### config.mk
export PLATFORM = sky130hd
export DESIGN_NAME = tnu_queue
export DESIGN_NICKNAME = d
export VERILOG_FILES = /design/src/hdl/tnu_pkg.sv /design/src/hdl/tnu_queue.sv
export SDC_FILE = /design/constraint.sdc
export NUM_CORES = 1
export LEC_CHECK = 0
export BUFFER_PORTS_ARGS = -buffer_cell sky130_fd_sc_hd__buf_2
export CAP_MARGIN = 20
export CORE_MARGIN = 2
export CORE_UTILIZATION = 35
export DETAILED_ROUTE_END_ITERATION = 6
export PLACE_DENSITY = 0.62
export SLEW_MARGIN = 10
export SYNTH_ARGS = -nofsm -noshare
export SYNTH_HDL_FRONTEND = slang
export SYNTH_SLANG_ARGS = --single-unit
export TNS_END_PERCENT = 100
### constraint.sdc
create_clock -name clock -period 11.4 [get_ports clock]
set_clock_uncertainty 0.05 [all_clocks]
set_input_delay 3.42 -clock clock [delete_from_list [all_inputs] [get_ports clock]]
set_output_delay 3.42 -clock clock [all_outputs]
set_load 0.03 [all_outputs]
### src/hdl/tnu_pkg.sv
package tnu_pkg;

   // port field width and fixed scaling of the cross product
   localparam int FIELD_W     = 16;
   localparam int SCALE_BITS  = 30;
   localparam int SQ_W        = 2 * SCALE_BITS;
   localparam int SUM_W       = SQ_W + 2;
   localparam int ROOT_STEPS  = SUM_W / 2;
   localparam int ROOT_W      = SCALE_BITS + 1;
   localparam int QUEUE_DEPTH = 4;
   localparam int QPTR_W      = $clog2(QUEUE_DEPTH);
   localparam int QCNT_W      = $clog2(QUEUE_DEPTH + 1);

   // one scaled cross product, as it travels from front to back
   typedef struct packed {
      logic                            degen;
      logic [2:0]                      neg;
      logic [2:0][SCALE_BITS-1:0]      mag;
   } tnu_entry_type;

   // queue status seen by the front and the back
   typedef struct packed {
      logic full;
      logic nonempty;
   } tnu_qstat_type;

endpackage

### src/hdl/tnu_queue.sv
module tnu_queue (
   input  logic                     clock,
   input  logic                     reset,
   input  logic                     push,
   input  tnu_pkg::tnu_entry_type   wr_entry,
   input  logic                     pop,
   output tnu_pkg::tnu_entry_type   rd_entry,
   output tnu_pkg::tnu_qstat_type   qstat
);
   import tnu_pkg::*;

   tnu_entry_type       mem_ff [QUEUE_DEPTH];
   logic [QPTR_W-1:0]   wp_ff, rp_ff;
   logic [QCNT_W-1:0]   cnt_ff;
   logic                do_push, do_pop;

   assign qstat.full     = (cnt_ff == QCNT_W'(QUEUE_DEPTH));
   assign qstat.nonempty = (cnt_ff != '0);
   assign do_push        = push && !qstat.full;
   assign do_pop         = pop && qstat.nonempty;
   assign rd_entry       = mem_ff[rp_ff];

   // pointers and fill count
   always_ff @(posedge clock) begin
      if (reset) begin
         wp_ff  <= '0;
         rp_ff  <= '0;
         cnt_ff <= '0;
      end else begin
         if (do_push) begin
            wp_ff <= wp_ff + 1'b1;
         end
         if (do_pop) begin
            rp_ff <= rp_ff + 1'b1;
         end
         cnt_ff <= cnt_ff + QCNT_W'(do_push) - QCNT_W'(do_pop);
      end
   end

   // entry storage
   always_ff @(posedge clock) begin
      if (do_push) begin
         mem_ff[wp_ff] <= wr_entry;
      end
   end

   a_cnt_bound: assert property (@(posedge clock) disable iff (reset)
      cnt_ff <= QCNT_W'(QUEUE_DEPTH))
      else $error("queue count beyond depth");

   a_fill: assert property (@(posedge clock) disable iff (reset)
      (do_push && !do_pop && cnt_ff == QCNT_W'(QUEUE_DEPTH - 1)) |=> qstat.full)
      else $error("queue not full after last slot taken");

endmodule

# After elaboration in Yosys (flattened, before gate mapping)
# Memories as Yosys holds them, arrays and structs flattened. A register that Yosys moved wholly into a read port is not among the register bits.
# Index checks and enable logic that the tools add are counted.
[totals] ff_bits=7 ramBits=376 input_bits=98 output_inout_bits=96 wordCells=17 memories=1
[op_classes] add_sub_neg=4 eq_ne=1 n_mux=4 reduce_logical=4
[mem_list] memory="mem_ff" depth=4 width=94 read_ports=1 rd_ports_with_merged_regs=1 write_ports=1 line_no="tnu_queue.sv:12" source="tnu_entry_type mem_ff [QUEUE_DEPTH];"
[ops] cell="$add 2x1->2 const B" count=2
[ops] cell="$mux 2" count=2
[ops] cell="$add 3x1->3" count=1
[ops] cell="$eq 3x3->1 const B" count=1
[ops] cell="$reduce_bool 3->1" count=1
[ops] cell="$sub 3x1->3" count=1
[ops] cell="$logic_and 1x1->1" count=2
[ops] cell="$mux 1" count=2
[ops] cell="$logic_not 1->1" count=1

# Logic depth before layout (Yosys ltp)
# Gate-level depths: netlist of the first run.
[logic_depth] depth_word=5 depth_mapped=11 depth_no_buf=11

# Worst setup path before layout of the first run
# Ideal clock, no wire load.
[synth_timing] path_type="in2reg" start="input push" end="memory mem_ff[0][0] (netlist name) (enable)" setup_ns=0.463 arrival_time_ns=5.926 t_required_ns=10.887 setup_slack_ns=4.960 cell_stages=3 n_path_buf=0 path_cell_list="inv_1 nor2_1 and2_1"
[synth_via] elab_chain_cells=3
[synth_lines] item="start, declared" line_no="tnu_queue.sv:4" source="input logic push,"
[synth_lines] item="$logic_and 1x1->1" line_no="tnu_queue.sv:19" source="assign do_push = push && !qstat.full;"
[synth_lines] item="$mux 1" line_no="tnu_queue.sv:42" source="if (do_push) begin"
[synth_lines] item="$mux 1 (implied by the code)" line_no="tnu_queue.sv:43" source="mem_ff[wp_ff] <= wr_entry;"
[synth_lines] item="end, declared" line_no="tnu_queue.sv:12"
# Every way passes these cells.

==> run metrics, run 1 <==
Worst VDD drop=around 0.00014 V; overflow left after global routing=0; count of vias placed by the detailed router=6246; post-synth design cell area=roughly 14000 um2; All-Layer GR Usage=0.1320; number of global-route vias before repair=a little under 7000; footprint of the multi-input gates=between 2000 and 2500 um2; num ports=a little under 200; average size of a mapped cell=26.09 um2; post-route DRC violation count=0; slowest cell delay on critical path=between 0.7 and 0.8 ns; CTS hold repair buffers=0; commonest register cell after synthesis=edfxtp_1; count of state elements after synthesis=385; number of antenna violations at the first check in global routing=4; run status=finished, final reports clean; via density per instance=~4.7; clk slew on worst S/H paths=~0.060 ns; highest attainable clock frequency=between 150 and 200 MHz; endpoints failing setup=0; critical path's slowest cell=buf_4; pin count of the biggest net entering global routing=55; Root Buffer Master=clkbuf_16; number of endpoints with negative hold slack in the final report=0; Net Sw Frac=0.3020; Port Buffers=just under 200; Worst Path Class, Setup=reg -> out; Die Ht=204.7 um; top cell type's share of synthesized area=0.8013; cell taking the most area after synthesis=edfxtp_1; buffer depth of the longest clock path=3; Sequential Power Share=0.432; number of maximum-capacitance constraint violations=0; detailed router's first-iteration violation count=290; cells after synthesis=between 500 and 600; number of setup buffers added after CTS=0; worst path arrival time=2.89 ns; cells traversed along the worst timing path=buf_4 -> buf_4 -> mux4_2 -> buf_2; reg2reg start=cnt_ff[1]; number of standard-cell rows in the floorplan=73; Min-Delay Startpoint=wp_ff[1]; final setup TNS=0 ns; area occupied by registers=about 11000 um2; area of the core=39730 um2; CP Max Fanout=41; Detail Route Antenna Nets=0; total of cells resized after clock tree synthesis=0; Die Wd=204.7 um; number of synthesized flops with an enable pin=376; part of the total power dissipated in combinational logic=0.258; RD Place Congestion=around 0.67; number of distinct library cell variants in the gate-level netlist after synthesis=26; detailed placement HPWL=between 15000 and 20000 um; total power density per cell area=242.9 nW/um2; cells taking the most area after synthesis=edfxtp_1 (80%), mux4_2 (15%), dfxtp_1 (1.3%), buf_12 (0.99%), ha_1 (0.53%); Tcrit/Tclk final=0.5581; Critical Path Source Type=flip-flop; number of buffers created by CTS=around 40; yosys warns=0; Power Internal=around 2.9 mW; drt pass-1 iters=6; worst hold path class=reg -> reg; Crit path buffers/inverters=3; Critical Path RT=just under 8 ns; top cells by count, synth=edfxtp_1 (376), mux4_2 (94), dfxtp_1 (9); fraction of layout instances using a drive strength above 1=0.4525; library cell with the highest instance count after synthesis=edfxtp_1; Fillers=3420; power share of the clock group=0.310; actual transition at the worst max-transition pin=~0.84 ns; post-route minimum period=6.363 ns; Die Footprint=about 42000 um2; Sinks on Clock Net=385; max_slew headroom=0.4370; most numerous cell on the critical path=buf_4; Initial Utilization=0.3547; TritonCTS clock tree=built; Async S/R FF share, synth=0; endpoint class of the critical path=output pin; sequential element share of the synthesized area=0.8141; Clock Latency Late Sink=roughly 0.54 ns; wire length per cell after detailed routing=roughly 21 um; synthesis-to-finish area growth=19.72%; Sw Pwr=roughly 1.2 mW; CTS HTree Levels=2; reported leakage power=~5.6 nW; number of slew-limit violations in the final report=0; final core utilization=0.4246; unrepaired setup endpoints after global routing=false; wire length of the first global-routing pass=between 40000 and 50000 um; kind of cell with the highest combined delay on the critical path=buffers and inverters; number of nets in the synthesized netlist=645; Net count, final=867; total detailed-routing wirelength=between 20000 and 30000 um
state kept, by name, summed over array words and instances (netlist names), named ones only:
name    flops
mem_ff    376
rp_ff       2
cnt_ff      3
wp_ff       2
per-layer routing:
layer | wire length (um) | GRT usage | vias to the layer above
met3 | 1988 | 0.04248 | 47
met1 | 11880 | 0.1716 | 3269
met2 | 12820 | 0.2070 | 162
met4 | 648 | 0.04995 | 6
met5 | 44 | 0 | -
li1 | - | - | 2762
layout make-up:
cell class,instances,area share
Sequential cell,385,0.6804
Clock buffer,52,0.06579
Multi-Input combinational cell,127,0.1413
Timing Repair Buffer,201,0.06200
Clock inverter,18,0.01009
Antenna cell,1,0.0001483
Inverter,6,0.001335
Tap cell,525,0.03894
final timing paths:
check / end / cells past startpoint / slack (ns)
worst max-delay path: rd_entry[71] / 4 / 5.04
worst min-delay path: wp_ff[1] / 2 / 0.47
worst max register to register: mem_ff[1][63] / 4 / 8.44
worst min register to register: wp_ff[1] / 2 / 0.47
worst reg2reg max path, stage by stage (launching register included):
cell and delay (ns):
dfxtp_1 0.47, nor3b_1 0.14, nor2_1 0.36, and2_4 0.74, buf_4 0.79
logic make-up (layout without fill, tap and decap cells):
group           count (synthesis)  count (layout)  synth area share
compound gates                  4               4          0.001953
xor+xnor                        3               3          0.001865
fa+ha+maj                       7               7          0.006748
buf+inv                        28             277           0.01749
flops                         385             385            0.8141
mux                            95              95            0.1510
other cells                     0               1                 0
simple gates                   18              18          0.006926
through the flow:
| stage | hold slack, ns | power (mW) | setup WS [ns] | std cells | instance area, um2 |
|---|---|---|---|---|---|
| CTS | 0.4834 | 4.168 | 4.269 | 1313 | 16840 |
| detailed placement | 0.4699 | 2.879 | 4.882 | 1243 | 15560 |
| finish | 0.4724 | 4.098 | 5.037 | 1315 | 16870 |
| global route | 0.5102 | 4.284 | 4.766 | 1314 | 16870 |
| floorplan | 0.4318 | 2.617 | 4.960 | 540 | 14090 |
| global placement | 0.4524 | 2.870 | 4.894 | 1243 | 15560 |
layout by cell type, fill, tap and decap left out, drive strengths merged:
cell type | Yosys | layout
o311ai | 1 | 1
or3 | 2 | 2
mux4 | 94 | 94
dfxtp | 9 | 9
fa | 1 | 1
nor2b | 1 | 1
edfxtp | 376 | 376
nor2 | 6 | 6
clkbuf | 1 | 52
bufinv | 0 | 3
diode | 0 | 1
xnor2 | 1 | 1
o31a | 1 | 1
nand2b | 2 | 2
o21ai | 1 | 1
a21oi | 1 | 1
inv | 6 | 7
mux2i | 1 | 1
ha | 6 | 6
nor3 | 1 | 1
xor2 | 2 | 2
clkinvlp | 0 | 3
buf | 21 | 201
and2 | 5 | 5
clkinv | 0 | 11
nor3b | 1 | 1
power groups by stage:
stage	clock network, mW	logic, mW	registers [mW]
floorplan	0	0.834	1.78
global placement	0	1.07	1.80
detailed placement	0	1.08	1.80
CTS	1.31	1.08	1.78
global route	1.37	1.13	1.79
finish	1.27	1.06	1.77
Note: power is estimated with default switching activity, not from simulation.
==> inputs of run 2 (changes only) <==
==> constraint.sdc (replaced) <==
create_clock -name clock -period 6 [get_ports clock]
set_clock_uncertainty 0.05 [all_clocks]
set_input_delay 1.8 -clock clock [delete_from_list [all_inputs] [get_ports clock]]
set_output_delay 1.8 -clock clock [all_outputs]
set_load 0.03 [all_outputs]
==> run 2 against run 1 <==
Against the previous run:
- via count rose by 0.38%
- sequential share of layout area hardly changed
- first-iteration DRC count fell by 16%
- setup slack worse by 3.7 ns
- register-to-register slack lost 5.0 ns
- clock power rose by 87%
- sequential cell count stayed put
- clock-buffer cell count is 1 lower
- largest cell class unchanged
- final cell count up 0.23%
- die area did not move
==> run metrics, run 2 (same netlist as run 1, synthesis figures left out) <==
buffer depth of the longest clock path=3 (unchanged); number of maximum-capacitance constraint violations=0 (unchanged); wire length of the first global-routing pass=41040 um (+0.54%); met3 track utilization from global routing=0.03850 (-0.003977); via density per instance=4.757 (+0.16%); worst hold path class=reg -> reg; Die Ht=204.7 um (unchanged); worst setup slack before clock tree synthesis=1.832 ns (-3.050 ns); num ports=194 (unchanged); total of cells resized after clock tree synthesis=0 (unchanged); actual transition at the worst max-transition pin=0.9875 ns (+0.1430 ns); commonest non-fill, non-tap cell in the layout=edfxtp_1; pin count of the biggest net entering global routing=59 (+7.3%); reg2reg start=cnt_ff[2]; power share of the clock group=0.305 (-0.005); Power Internal=5.390 mW (+88%); Detail Route Antenna Nets=0 (unchanged); register-to-register setup slack=3.41 ns (-5.03 ns); Sequential Power Share=0.442 (+0.010); unrepaired setup endpoints after global routing=false; number of global-route vias before repair=6815 (-0.45%); Worst Path Class, Setup=reg -> out; total detailed-routing wirelength=27380 um (about the same); worst path arrival time=2.76 ns (-0.13 ns); drt pass-1 iters=6 (unchanged); CTS hold repair buffers=0 (unchanged); most utilized layer in the global route result=met2; worst reg-to-reg path cell count=11 (+7); All-Layer GR Usage=0.1324 (+0.0004058); met1 usage=0.1696 (-0.002043); endpoints failing setup=0 (unchanged); Clock Latency Late Sink=0.54 ns (about the same); Sinks on Clock Net=385 (unchanged); number of setup buffers added after CTS=0 (unchanged); synthesis-to-finish area growth=19.80% (about the same); capture point of the worst path=rd_entry[46]; number of slew-limit violations in the final report=0 (unchanged); Net count, final=868 (+0.12%); Critical Path Source Type=flip-flop; highest-count cells in the layout ignoring fill and taps=edfxtp_1 (376), buf_2 (193), mux4_2 (94), clkbuf_16 (41), clkinv_1 (12); Port Buffers=193 (unchanged); TritonCTS clock tree=built; post-route DRC violation count=0 (unchanged); Tcrit/Tclk final=0.7690; count of vias placed by the detailed router=6270 (+0.38%); total power density per cell area=459.5 nW/um2 (+89%); worst reg2reg path endpoint=cnt_ff[2]; wire length per cell after detailed routing=20.77 um (-0.23%); CP Max Fanout=42 (+2.4%); Biggest register=mem_ff; detailed router's first-iteration violation count=245 (-16%); detailed placement HPWL=15750 um (-0.11%); CTS HTree Levels=2 (unchanged); Critical Path RT=4.15 ns (-3.78 ns); endpoint class of the critical path=output pin; max_slew headroom=0.3417 (-0.09535); Min Hold Slack=0.4651 ns (-0.007322 ns); number of buffers created by CTS=41 (unchanged); overflow left after global routing=0 (unchanged); met2 Use GR=0.2118 (+0.004706); part of the total power dissipated in combinational logic=0.253 (-0.005); Die Wd=204.7 um (unchanged); RD Place Congestion=0.7009 (+4.2%); clk slew on worst S/H paths=0.06 ns (about the same); max reg flops=376 (unchanged); final setup TNS=0 ns (unchanged); number of endpoints with negative hold slack in the final report=0 (unchanged); highest attainable clock frequency=around 220 MHz; fraction of layout instances using a drive strength above 1=0.4444 (-0.008027); Net Sw Frac=0.3051 (+0.003135); biggest registers after layout=mem_ff: 376 flops, cnt_ff: 3 flops; Initial Utilization=0.3547 (unchanged); run status=finished, final reports clean; reported leakage power=5.575 nW (-0.18%); Die Footprint=41880 um2 (unchanged); number of standard-cell rows in the floorplan=73 (unchanged); Root Buffer Master=clkbuf_16; number of antenna violations at the first check in global routing=4 (unchanged); Sw Pwr=2.367 mW (+91%); post-route worst setup slack=1.386 ns (-3.651 ns); post-route minimum period=roughly 4.6 ns; area of the core=39730 um2 (unchanged); Worst VDD drop=0.0002661 V (+87%)
run 2: final cells by class:
| cell class | count | area [um2] |
|---|---|---|
| Antenna cell | 1 | 2.502 |
| Clock inverter | 21 | 177.7 |
| Clock buffer | 51 | 1064 |
| Sequential cell | 385 | 11480 |
| Timing Repair Buffer | 202 | 1096 |
| Multi-Input combinational cell | 127 | 2384 |
| Tap cell | 525 | 656.9 |
| Inverter | 6 | 22.52 |
| Fill cell | 3466 | 22850 |
run 2: routing by layer:
layer  vias up  wire length, um
li1       2773                -
met5         -               36
met1      3275            11820
met3        53             1830
met2       163            12980
met4         6              707
run 2: worst min path at each step:
stage	start	end	slack [ns]	cells past startpoint
finish	wp_ff[1]	wp_ff[1]	0.47	2
global route	wp_ff[1]	wp_ff[1]	0.48	2
CTS	wp_ff[1]	wp_ff[1]	0.48	2
detailed placement	rp_ff[1]	flip-flop	0.46	2
global placement	wp_ff[1]	wp_ff[1]	0.45	2
floorplan	wp_ff[1]	wp_ff[1]	0.43	2
run 2: per-stage QoR:
step / cells / util / cell area [um2] / power, mW
6_report: 1318 / 0.4249 / 16880 / 7.757
5_1_grt: 1317 / 0.4248 / 16880 / 8.095
4_1_cts: 1317 / 0.4248 / 16880 / 7.894
3_5_place_dp: 1245 / 0.3936 / 15640 / 5.502
3_3_place_gp: 1245 / 0.3936 / 15640 / 5.480
2_1_floorplan: 540 / - / 14090 / 4.972
run 2: critical path: stages, from the launching register on:
cell and delay [ns]:
dfxtp_4 1.00, buf_4 0.46, mux4_2 0.56, buf_2 0.20
run 2: power groups by stage:
stage / clock network, mW / registers [mW] / logic [mW]
floorplan: 0 / 3.39 / 1.58
global placement: 0 / 3.49 / 1.99
detailed placement: 0 / 3.50 / 2.00
CTS: 2.44 / 3.45 / 2.01
global route: 2.53 / 3.47 / 2.09
finish: 2.37 / 3.43 / 1.96
==> inputs of run 3 (changes only) <==
--- a/config.mk
+++ b/config.mk
@@ -10,7 +10,7 @@
 export CORE_MARGIN = 2
 export CORE_UTILIZATION = 35
 export DETAILED_ROUTE_END_ITERATION = 6
-export PLACE_DENSITY = 0.62
+export PLACE_DENSITY = 0.64
 export SLEW_MARGIN = 10
 export SYNTH_ARGS = -nofsm -noshare
 export SYNTH_HDL_FRONTEND = slang
==> constraint.sdc (replaced) <==
create_clock -name clock -period 3.94 [get_ports clock]
set_clock_uncertainty 0.05 [all_clocks]
set_input_delay 1.182 -clock clock [delete_from_list [all_inputs] [get_ports clock]]
set_output_delay 1.182 -clock clock [all_outputs]
set_load 0.03 [all_outputs]
==> run 3 against run 2 <==
Against the previous run:
- wire length fell by 1.7%
- die area did not move
- sequential share of layout area fell by 0.56 points
- clock-buffer cell count fell by 7
- global-route usage fell by 0.21 points
- critical path depth did not move
- non-clock buffer count rose by 10
- first-iteration DRC count rose by 32%
==> run metrics, run 3 (same netlist as run 1, synthesis figures left out) <==
CTS HTree Levels=2 (unchanged); Clock Latency Late Sink=0.54 ns (about the same); wire length per cell after detailed routing=20.33 um (-2.1%); number of standard-cell rows in the floorplan=73 (unchanged); run status=finished, final reports clean; Biggest register=mem_ff; commonest non-fill, non-tap cell in the layout=edfxtp_1; CTS hold repair buffers=0 (unchanged); Worst Path Class, Setup=reg -> out; total power density per cell area=700.0 nW/um2 (+52%); Port Buffers=193 (unchanged); endpoints failing setup=0 (unchanged); Root Buffer Master=clkbuf_16; area of the core=39730 um2 (unchanged); unrepaired setup endpoints after global routing=false; Detail Route Antenna Nets=0 (unchanged); part of the total power dissipated in combinational logic=0.264 (+0.011); Fillers=3420 (-1.3%); buffer depth of the longest clock path=3 (unchanged); Worst VDD drop=0.0004257 V (+60%); Die Footprint=41880 um2 (unchanged); Critical Path Source Type=flip-flop; final core utilization=0.4284 (+0.003527); detailed placement HPWL=15040 um (-4.5%); TritonCTS clock tree=built; post-route DRC violation count=0 (unchanged); wire length of the first global-routing pass=40610 um (-1.1%); capture point of the worst path=rd_entry[85]; pin count of the biggest net entering global routing=95 (+61%); fraction of layout instances using a drive strength above 1=0.4586 (+0.01420); endpoint class of the critical path=output pin; RD Place Congestion=0.6958 (-0.73%); reg2reg start=cnt_ff[2]; Crit path buffers/inverters=2 (unchanged); kind of cell with the highest combined delay on the critical path=buffers and inverters; final setup TNS=0 ns (unchanged); number of buffers created by CTS=40 (-2.4%); Critical Path RT=2.71 ns (-1.44 ns); power share of the clock group=0.310 (+0.005); Sinks on Clock Net=385 (unchanged); Net count, final=877 (+1.0%); cells traversed along the worst timing path=buf_12 -> mux4_2 -> buf_2; number of setup buffers added after CTS=0 (unchanged); Initial Utilization=0.3547 (unchanged); post-route minimum period=3.364 ns; worst hold path class=reg -> reg; Sequential Power Share=0.425 (-0.017); clk slew on worst S/H paths=0.06 ns (about the same); number of endpoints with negative hold slack in the final report=0 (unchanged); worst reg-to-reg path cell count=11 (unchanged); Min-Delay Startpoint=wp_ff[1]; actual transition at the worst max-transition pin=0.6424 ns (-0.3450 ns); overflow left after global routing=0 (unchanged); highest attainable clock frequency=roughly 300 MHz; number of antenna violations at the first check in global routing=4 (unchanged); number of global-route vias before repair=6827 (+0.18%); via density per instance=4.785 (+0.58%); worst reg2reg path endpoint=cnt_ff[2]; Min Hold Slack=0.4628 ns (-0.002277 ns); CP Max Fanout=52 (+24%); Power Internal=8.338 mW (+55%); reported leakage power=5.662 nW (+1.5%); Die Wd=204.7 um (unchanged); Tcrit/Tclk final=0.8537; max_slew headroom=0.5717 (+0.2300); Die Ht=204.7 um (unchanged); count of vias placed by the detailed router=6335 (+1.0%); Crit path depth=3 (unchanged); All-Layer GR Usage=0.1303 (-0.002120); Sw Pwr=3.576 mW (+51%); worst path arrival time=2.13 ns (-0.63 ns); number of slew-limit violations in the final report=0 (unchanged); drt pass-1 iters=4 (-2); num ports=194 (unchanged); biggest registers after layout=mem_ff: 376 flops, cnt_ff: 3 flops; register-to-register setup slack=1.45 ns (-1.96 ns); total detailed-routing wirelength=26920 um (-1.7%); total of cells resized after clock tree synthesis=0 (unchanged); number of maximum-capacitance constraint violations=0 (unchanged); critical path's slowest cell=mux4_2; Net Sw Frac=0.3002 (-0.004966); synthesis-to-finish area growth=20.80%; slowest cell delay on critical path=0.58 ns (-0.42 ns); detailed router's first-iteration violation count=324 (+32%); max reg flops=376 (unchanged); highest-count cells in the layout ignoring fill and taps=edfxtp_1 (376), buf_2 (193), mux4_2 (94), clkbuf_16 (41), buf_4 (12)
## run 3: changes by cell type in the layout (fill, tap and decap cells not counted)
cell,before,now
buf_4,4,12
bufinv_16,3,5
clkinv_1,12,11
buf_12,5,7
clkinv_2,2,4
clkbuf_1,10,3
## run 3: final cells by class
| class | instances | area [um2] | share of cell area |
|---|---|---|---|
| inverter | 6 | 22.52 | 0.001323 |
| clock inverter | 24 | 244.0 | 0.01433 |
| sequential | 385 | 11480 | 0.6744 |
| timing repair buffer | 212 | 1196 | 0.07027 |
| multi-input combinational | 127 | 2384 | 0.1400 |
| clock buffer | 44 | 1037 | 0.06094 |
| tap | 525 | 656.9 | 0.03859 |
| antenna | 1 | 2.502 | 0.0001470 |
## run 3: how the worst min path moves through the flow
stage / to / slack [ns] / cells after the start
finish: wp_ff[1] / 0.46 / 2
global route: wp_ff[0] / 0.51 / 2
CTS: wp_ff[1] / 0.47 / 2
detailed placement: wp_ff[1] / 0.46 / 2
global placement: flip-flop / 0.45 / 2
floorplan: wp_ff[1] / 0.43 / 2
## run 3: layer usage
layer  global-route usage  part of all wire  vias to the layer above
met1               0.1674              0.43                     3328
met5                    0            0.0017                        -
met3              0.03436             0.058                       61
li1                     -                 -                     2785
met4              0.05461             0.031                        6
met2               0.2099              0.48                      155
## run 3: worst min-delay path, stage by stage (launching register included)
cell and delay (ns):
dfxtp_1 0.33, nand2b_1 0.07, mux2i_1 0.06
## run 3: per-stage QoR
| stage | cells | setup WS [ns] | power, mW | instance area [um2] |
|---|---|---|---|---|
| 2_1_floorplan | 540 | 0.7687 | 7.548 | 14100 |
| 3_3_place_gp | 1255 | 0.7297 | 8.368 | 15740 |
| 3_5_place_dp | 1255 | 0.6982 | 8.395 | 15740 |
| 4_1_cts | 1323 | 0.4825 | 12.15 | 17020 |
| 5_1_grt | 1323 | 0.4512 | 12.45 | 17020 |
| 6_report | 1324 | 0.5765 | 11.91 | 17020 |
## run 3: power by group through the flow
stage	logic, mW	registers, mW	clock network, mW
after floorplan	2.41	5.13	0
after global placement	3.23	5.14	0
after detailed placement	3.23	5.16	0
after CTS	3.25	5.07	3.83
after global routing	3.37	5.10	3.97
final	3.15	5.07	3.69
